===== config.mk =====
export PLATFORM = sky130hd
export DESIGN_NAME = ara_cell
export DESIGN_NICKNAME = d
export VERILOG_FILES = /design/src/rtl/ara_pkg.sv /design/src/rtl/ara_cell.sv
export SDC_FILE = /design/constraint.sdc
export NUM_CORES = 1
export LEC_CHECK = 0
export BUFFER_PORTS_ARGS = -buffer_cell sky130_fd_sc_hd__clkbuf_2
export CORE_MARGIN = 2
export CORE_UTILIZATION = 42
export CTS_CLUSTER_DIAMETER = 120
export DETAILED_ROUTE_END_ITERATION = 10
export PLACE_DENSITY = 0.78
export SETUP_SLACK_MARGIN = 0.4
export SLEW_MARGIN = 30
export SYNTH_ARGS = -nofsm -noshare
export SYNTH_HDL_FRONTEND = slang
export SYNTH_SLANG_ARGS = --single-unit

===== constraint.sdc =====
create_clock -name clock -period 6.3 [get_ports clock]
set_clock_uncertainty 0.15 [all_clocks]
set_input_delay 0.63 -clock clock [delete_from_list [all_inputs] [get_ports clock]]
set_output_delay 0.63 -clock clock [all_outputs]
set_load 0.02 [all_outputs]

===== src/rtl/ara_pkg.sv =====
// Shared types and constants for the address range allocator.
// No dependencies; used by ara_cell and address_range_allocator.
package ara_pkg;

   localparam int DEF_ADDR_BITS  = 48;
   localparam int DEF_PAGE_SIZE  = 4096;
   localparam int DEF_MAX_RANGES = 64;
   localparam int FIELD_W        = 48;

   localparam logic [1:0] ST_OK      = 2'd0;
   localparam logic [1:0] ST_OVERLAP = 2'd1;
   localparam logic [1:0] ST_FULL    = 2'd2;
   localparam logic [1:0] ST_BEYOND  = 2'd3;

   typedef enum logic [2:0] {
      S_IDLE = 3'b001,
      S_CMP  = 3'b010,
      S_DEC  = 3'b100
   } state_type;

   typedef struct packed {
      logic compare;
      logic load_new;
      logic shift;
   } cell_ctrl_type;

endpackage


===== src/rtl/ara_cell.sv =====
// One slot of the address map: holds a range and compares it against the request.
// Depends on ara_pkg; instantiated in a row by address_range_allocator.
module ara_cell import ara_pkg::*; #(
   parameter int PAGE_SIZE = DEF_PAGE_SIZE,
   parameter int INDEX     = 0,
   parameter int EW        = 49,
   parameter int CW        = 7
) (
   input  logic               clock,
   input  cell_ctrl_type      ctrl,
   input  logic [FIELD_W-1:0] size,
   input  logic [FIELD_W-1:0] loc,
   input  logic [EW-1:0]      new_base,
   input  logic [CW-1:0]      count,
   input  logic [EW-1:0]      prev_base,
   input  logic [FIELD_W-1:0] prev_len,
   input  logic [EW-1:0]      prev_end,
   output logic [EW-1:0]      base,
   output logic [FIELD_W-1:0] len,
   output logic [EW-1:0]      range_end,
   output logic               occ,
   output logic               sel,
   output logic               lo,
   output logic               hi,
   output logic [EW-1:0]      sub
);

   logic [EW-1:0]      base_ff, base_in;
   logic [FIELD_W-1:0] len_ff, len_in;
   logic               sel_ff, sel_in, lo_ff, lo_in, hi_ff, hi_in;
   logic [EW-1:0]      sub_ff, sub_in;
   logic [EW-1:0]      size_x, loc_x, gap, page;
   logic               fit;

   always_comb begin
      size_x    = EW'(size);
      loc_x     = EW'(loc);
      page      = EW'(PAGE_SIZE);
      range_end = base_ff + EW'(len_ff);
      occ       = (CW'(INDEX) < count);
      gap       = (base_ff >= prev_end) ? (base_ff - prev_end) : '0;
      if (INDEX == 0) begin
         fit = (base_ff >= page) && ((base_ff - page) >= size_x);
      end else begin
         fit = (gap >= size_x);
      end
      // free request looks for a fitting gap, fixed one for the first base at or above
      sel_in  = occ && ((loc == '0) ? fit : (base_ff >= loc_x));
      lo_in   = occ && (range_end > loc_x);
      hi_in   = base_ff < (loc_x + size_x);
      sub_in  = base_ff - size_x;
      base_in = base_ff;
      len_in  = len_ff;
      if (ctrl.load_new) begin
         base_in = new_base;
         len_in  = size;
      end else if (ctrl.shift) begin
         base_in = prev_base;
         len_in  = prev_len;
      end
   end

   always_ff @(posedge clock) begin
      base_ff <= base_in;
      len_ff  <= len_in;
      if (ctrl.compare) begin
         sel_ff <= sel_in;
         lo_ff  <= lo_in;
         hi_ff  <= hi_in;
         sub_ff <= sub_in;
      end
   end

   assign base = base_ff;
   assign len  = len_ff;
   assign sel  = sel_ff;
   assign lo   = lo_ff;
   assign hi   = hi_ff;
   assign sub  = sub_ff;

endmodule


==> Word level (Yosys, flattened, before mapping) <==
Cells that the tools add are included.
{ "word_totals": {"inputBits": 302, "regBits": 149, "latchBits": 0, "mem_count": 0, "word_cells": 26, "output_inout_bits": 199, "ram_bits": 0, "mem_bits_ro": 0} }
{ "classes": {"magnitude_cmp": 6, "n_bitwise": 0, "n_eq_ne": 0, "div": 0, "mux": 5, "n_addsub": 4, "n_shift": 0, "reduce_logical": 5, "mul": 0} }
{ "op_table": {"columns": ["operator", "count"], "rows": [
  ["greater-or-equal comparator 49 x 48 -> 1 bit", 2],
  ["2-to-1 mux 49 bit", 2],
  ["2-to-1 mux 48 bit", 2],
  ["adder 48 x 48 -> 49 bit", 1],
  ["adder 49 x 48 -> 49 bit", 1],
  ["greater-or-equal comparator 49 x 13 -> 1 bit (second input constant)", 1],
  ["> comparator 49 x 48 -> 1 bit", 1],
  ["less-than comparator 49 bit", 1],
  ["subtractor 49 x 13 -> 49 bit (second input constant)", 1],
  ["subtractor 49 x 48 -> 49 bit", 1],
  ["zero test 48 bit", 1],
  ["less-than comparator 1 x 7 -> 1 bit (first input constant)", 1],
  ["logical AND 1 bit", 3],
  ["nonzero test 2 bit", 1],
  ["2-to-1 mux 1 bit", 1]
]} }

==> Longest topological paths before layout <==
{ "depth": {"depth_word": 5, "mapped_depth": 22, "depth_no_buf": 22} }

==> Worst setup path before layout <==
No wires, ideal clock.
{ "synth_path": {"path_type": "register -> register", "from": "reg base_ff[0] (netlist: base[0])", "to": "reg lo_ff (netlist: lo) (data pin)", "arrival_ns": 4.839, "slack_ns": 1.056, "setup_time_ns": 0.255, "path_buffers": 0, "required_time_ns": 5.895, "stages_incl_launch_ff": 23, "synth_period_minus_slack_ns": 5.244, "cell_sequence": "edfxtp_1 > ha_1 > inv_1 > fa_1 > nor2b_1 > o31a_1 > o21a_1 > o21a_1 > o21a_1 > o21a_1 > o21ai_0 > nor2b_1 > o311ai_0 > ha_1 > a21o_1 > a21o_1 > a21oi_1 > o21ai_0 > a22oi_1 > nand3_1 > a221oi_1 > a41oi_1 > o21a_1"} }
{ "synth_between": {"elab_chain_len": 3} }
{ "synth_lines": {"columns": ["item", "line", "rtl"], "rows": [
  ["start: declaration", "ara_cell.sv:28", "logic [EW-1:0] base_ff, base_in;"],
  ["start signal: assignment", "ara_cell.sv:64", "base_ff <= base_in;"],
  ["adder 49 x 48 -> 49 bit", "ara_cell.sv:39", "range_end = base_ff + EW'(len_ff);"],
  ["net range_end[14]", "ara_cell.sv:20", "output logic [EW-1:0] range_end,"],
  ["> comparator 49 x 48 -> 1 bit", "ara_cell.sv:49", "lo_in = occ && (range_end > loc_x);"],
  ["logical AND 1 bit", "ara_cell.sv:49", null],
  ["net lo_in", "ara_cell.sv:30", "logic sel_ff, sel_in, lo_ff, lo_in, hi_ff, hi_in;"],
  ["end signal: assignment", "ara_cell.sv:68", "lo_ff <= lo_in;"],
  ["end: declaration", "ara_cell.sv:30", null]
]} }
The timed path passes the listed nets, and every way through them passes these cells.
A chain may end at the register's enable or synchronous reset.

==> Worst setup path after layout <==
{ "layout_path": {"from": "reg base_ff[0] (netlist: base[0])", "to": "reg lo_ff (netlist: lo) (data pin)"} }
{ "layout_between": {"elab_chain_len": 3} }
{ "layout_lines": {"columns": ["item", "line"], "rows": [
  ["adder 49 x 48 -> 49 bit", "ara_cell.sv:39"],
  ["> comparator 49 x 48 -> 1 bit", "ara_cell.sv:49"],
  ["logical AND 1 bit", "ara_cell.sv:49"],
  ["net lo_in", "ara_cell.sv:30"]
]} }
The timed path passes the listed nets, and every way through them passes these cells.

==> metrics.txt <==
status finished clean; Core ar. 43200 µm²; number of max-cap violations 0; Ys Warns 0; Final Hold Fails 0; global route total overflow 0; Pwr Density 259 nW/µm²; CP bufs+invs 2; Top FF cell, synth edfxtp_1; hold_ws 0.283 ns; placed cell areas 21500 µm²; Mean Syn Cell Area 9.12 µm²; Mapped Area 18400 µm²; top cell type by total area after synthesis edfxtp_1; die area 45600 µm²; gr usage total 0.291; Internal 3.17 mW; CTS tree yes; Initial Util 0.427; Clock power frac 0.189; first-pass GRT wire length 100 mm; Worst Hold Class input port to flip-flop; IO buf count 451; count of hold buffers inserted by post-cts repair 0; Vias 18200; DIE HEIGHT 213 µm; Worst Path Class, Setup flip-flop to flip-flop; first drt pass iteration count 6; crit-path leading delay family compound AO/OA/AOI/OAI gates; Worst Setup Start Kind flip-flop; TritonCTS Buffers 17; DRC Markers 0; Tightest Pin Transition 0.952 ns; final max-slew violation count 0; Setup Slack @ Placement 0.331 ns; largest net degree at the start of global routing 54; Max Clk Rate 181 MHz; Yosys top cell area share 0.243; register area share after synthesis 0.243; Sw Ratio 0.446; via/cell ratio 5.90; Nets 3112; Final Non-Filler Cells 3080; Layout Utilization 0.512; Crit path top cell by count a21o_1; most common cell in the netlist ha_1; Netlist cell types 82; Hold Startpoint prev_len[45]; Tot Pwr 5.73 mW; WP data arrival 5.62 ns; latest clock arrival within the worst-skew pair 0.49 ns; CP endpoint kind flip-flop; RR Startpoint base[0]; CP max stage delay 0.44 ns; antenna viol nets, final 0; vias in the first global route 17600; Post-synth EDFFs 149; Syn-to-layout area delta 20.1%; fraction of layout cells with a size suffix above 1 0.257; Total Neg Setup Slack 0 ns; VDD IR max 0.159 mV; R2R setup slack 0.79 ns; RD Place Congestion 0.956; final period utilization 0.875; DR iter-0 viols 1212; clk slew on worst S/H paths 0.06 ns; Synth Register Bits 149; CP cell instances ha_1 > inv_1 > fa_1 > nor2b_1 > o31a_1 > o211ai_1 > a31oi_4 > o311ai_4 > buf_4 > o21ai_0 > a21o_1 > a21oi_1 > xnor2_1 > ha_1 > a21o_1 > a21o_1 > a21oi_1 > o21ai_0 > nand3_1 > nand2_1 > a221oi_1 > a41oi_1 > o21a_1; placed cells 3046; fin crit period 5.51 ns; Net Count, Synth 2651; worst hold endpoint len[45]; RSZ-0062 raised after global routing false; switching pwr 2.56 mW; Synth async-reset ratio 0; Slew headroom 0.359; CTS sink count 149; Cells after Synth 2020; post-route setup slack 0.786 ns; Hold Path Stages 2; CP required 6.41 ns; most instantiated cells after synthesis ha_1, a21oi_1, edfxtp_1; CP Max Fanout 5; clk buf depth 2; post-route cell area 22100 µm²; final wirelength 67.5 mm; R2R cell count 23; combinational share of power 0.565; Die X 213 µm; Post-DP HPWL 56.8 mm; initial antenna violation count 3; synth top area cells edfxtp_1, ha_1, mux2_2; Final setup viols 0; I/O Pins 501; Avg WL per Cell 21.9 µm; Critical R2R Capture lo; H-tree level count 4; clock root buffer clkbuf_16; LEAKAGE 10.7 nW; Rows 76; slowest CP cell edfxtp_1; Seq pwr share 0.246; FILL cells 4107
area by class of cell:
| class | instances | area [µm²] | area share |
|---|---|---|---|
| Inverter | 146 | 548 | 0.0248 |
| Clock buffer | 21 | 440 | 0.0199 |
| Sequential cell | 149 | 4470 | 0.202 |
| Timing Repair Buffer | 482 | 2490 | 0.113 |
| Clock inverter | 11 | 158 | 0.00713 |
| Antenna cell | 1 | 2.50 | 0.000113 |
| Multi-Input combinational cell | 1685 | 13300 | 0.600 |
| Tap cell | 585 | 732 | 0.0331 |
state kept, by name, summed over array words and instances, names as in the netlist:
| name | count |
|---|---|
| base | 49 |
| len | 48 |
| lo | 1 |
| hi | 1 |
| sub | 49 |
| sel | 1 |
power by group through the flow:
stage / Combinational (mW) / Clock, mW / Sequential [mW]
after floorplan: 1.94 / 0 / 1.58
after global placement: 3.11 / 0 / 1.43
after detailed placement: 3.17 / 0 / 1.43
after CTS: 3.19 / 1.12 / 1.41
after global routing: 3.52 / 1.14 / 1.43
final: 3.24 / 1.08 / 1.41
layout by cell type, fill, tap and decap left out, types with 7 or more instances in the layout:
master / instances
o21bai_1: 18
o31ai_1: 11
and2_1: 7
mux2_2: 97
o21a_1: 30
nor3_1: 40
clkbuf_16: 17
nand2b_1: 18
nor4_1: 31
a21oi_1: 159
ha_1: 326
or3_1: 11
clkbuf_2: 450
xor2_1: 66
edfxtp_1: 149
inv_1: 146
buf_4: 32
a21o_1: 135
o21ai_0: 87
nand2_1: 95
nor2_1: 124
a211oi_1: 23
a211o_1: 7
a31o_2: 10
o211ai_1: 19
nand4_1: 61
and3_1: 12
a31oi_1: 24
nor2b_1: 22
xnor2_1: 88
nand3_1: 35
worst max path at each step:
stage / start / end / slack [ns] / cells after the start
floorplan: base[0] / lo / 1.06 / 22
global placement: base[0] / lo / 0.43 / 22
detailed placement: base[0] / lo / 0.33 / 22
CTS: base[0] / lo / 0.55 / 22
global route: base[13] / sel / 0.44 / 20
finish: base[0] / lo / 0.79 / 23
per-layer routing:
metal / GRT usage / vias up / share of wire
met5: 0 / - / 0.00047
li1: - / 8632 / -
met3: 0.0583 / 111 / 0.068
met4: 0.107 / 4 / 0.033
met1: 0.375 / 8706 / 0.43
met2: 0.481 / 726 / 0.47
logic make-up after synthesis:
logic type | share of synthesized area
XOR/XNOR | 0.0732
multiplexers | 0.0604
AND/OR/NAND/NOR | 0.137
AO/OA/AOI/OAI | 0.223
buffers and inverters | 0.0386
flip-flops | 0.243
adder cells (fa/ha/maj) | 0.225
repair_timing:
item	CTS	global route
gates resized for setup	1	5
pin swaps	0	1
gates cloned	0	0
setup buffers	0	1
endpoints found under the setup margin	1	1
(Power assumes the default switching activity.)
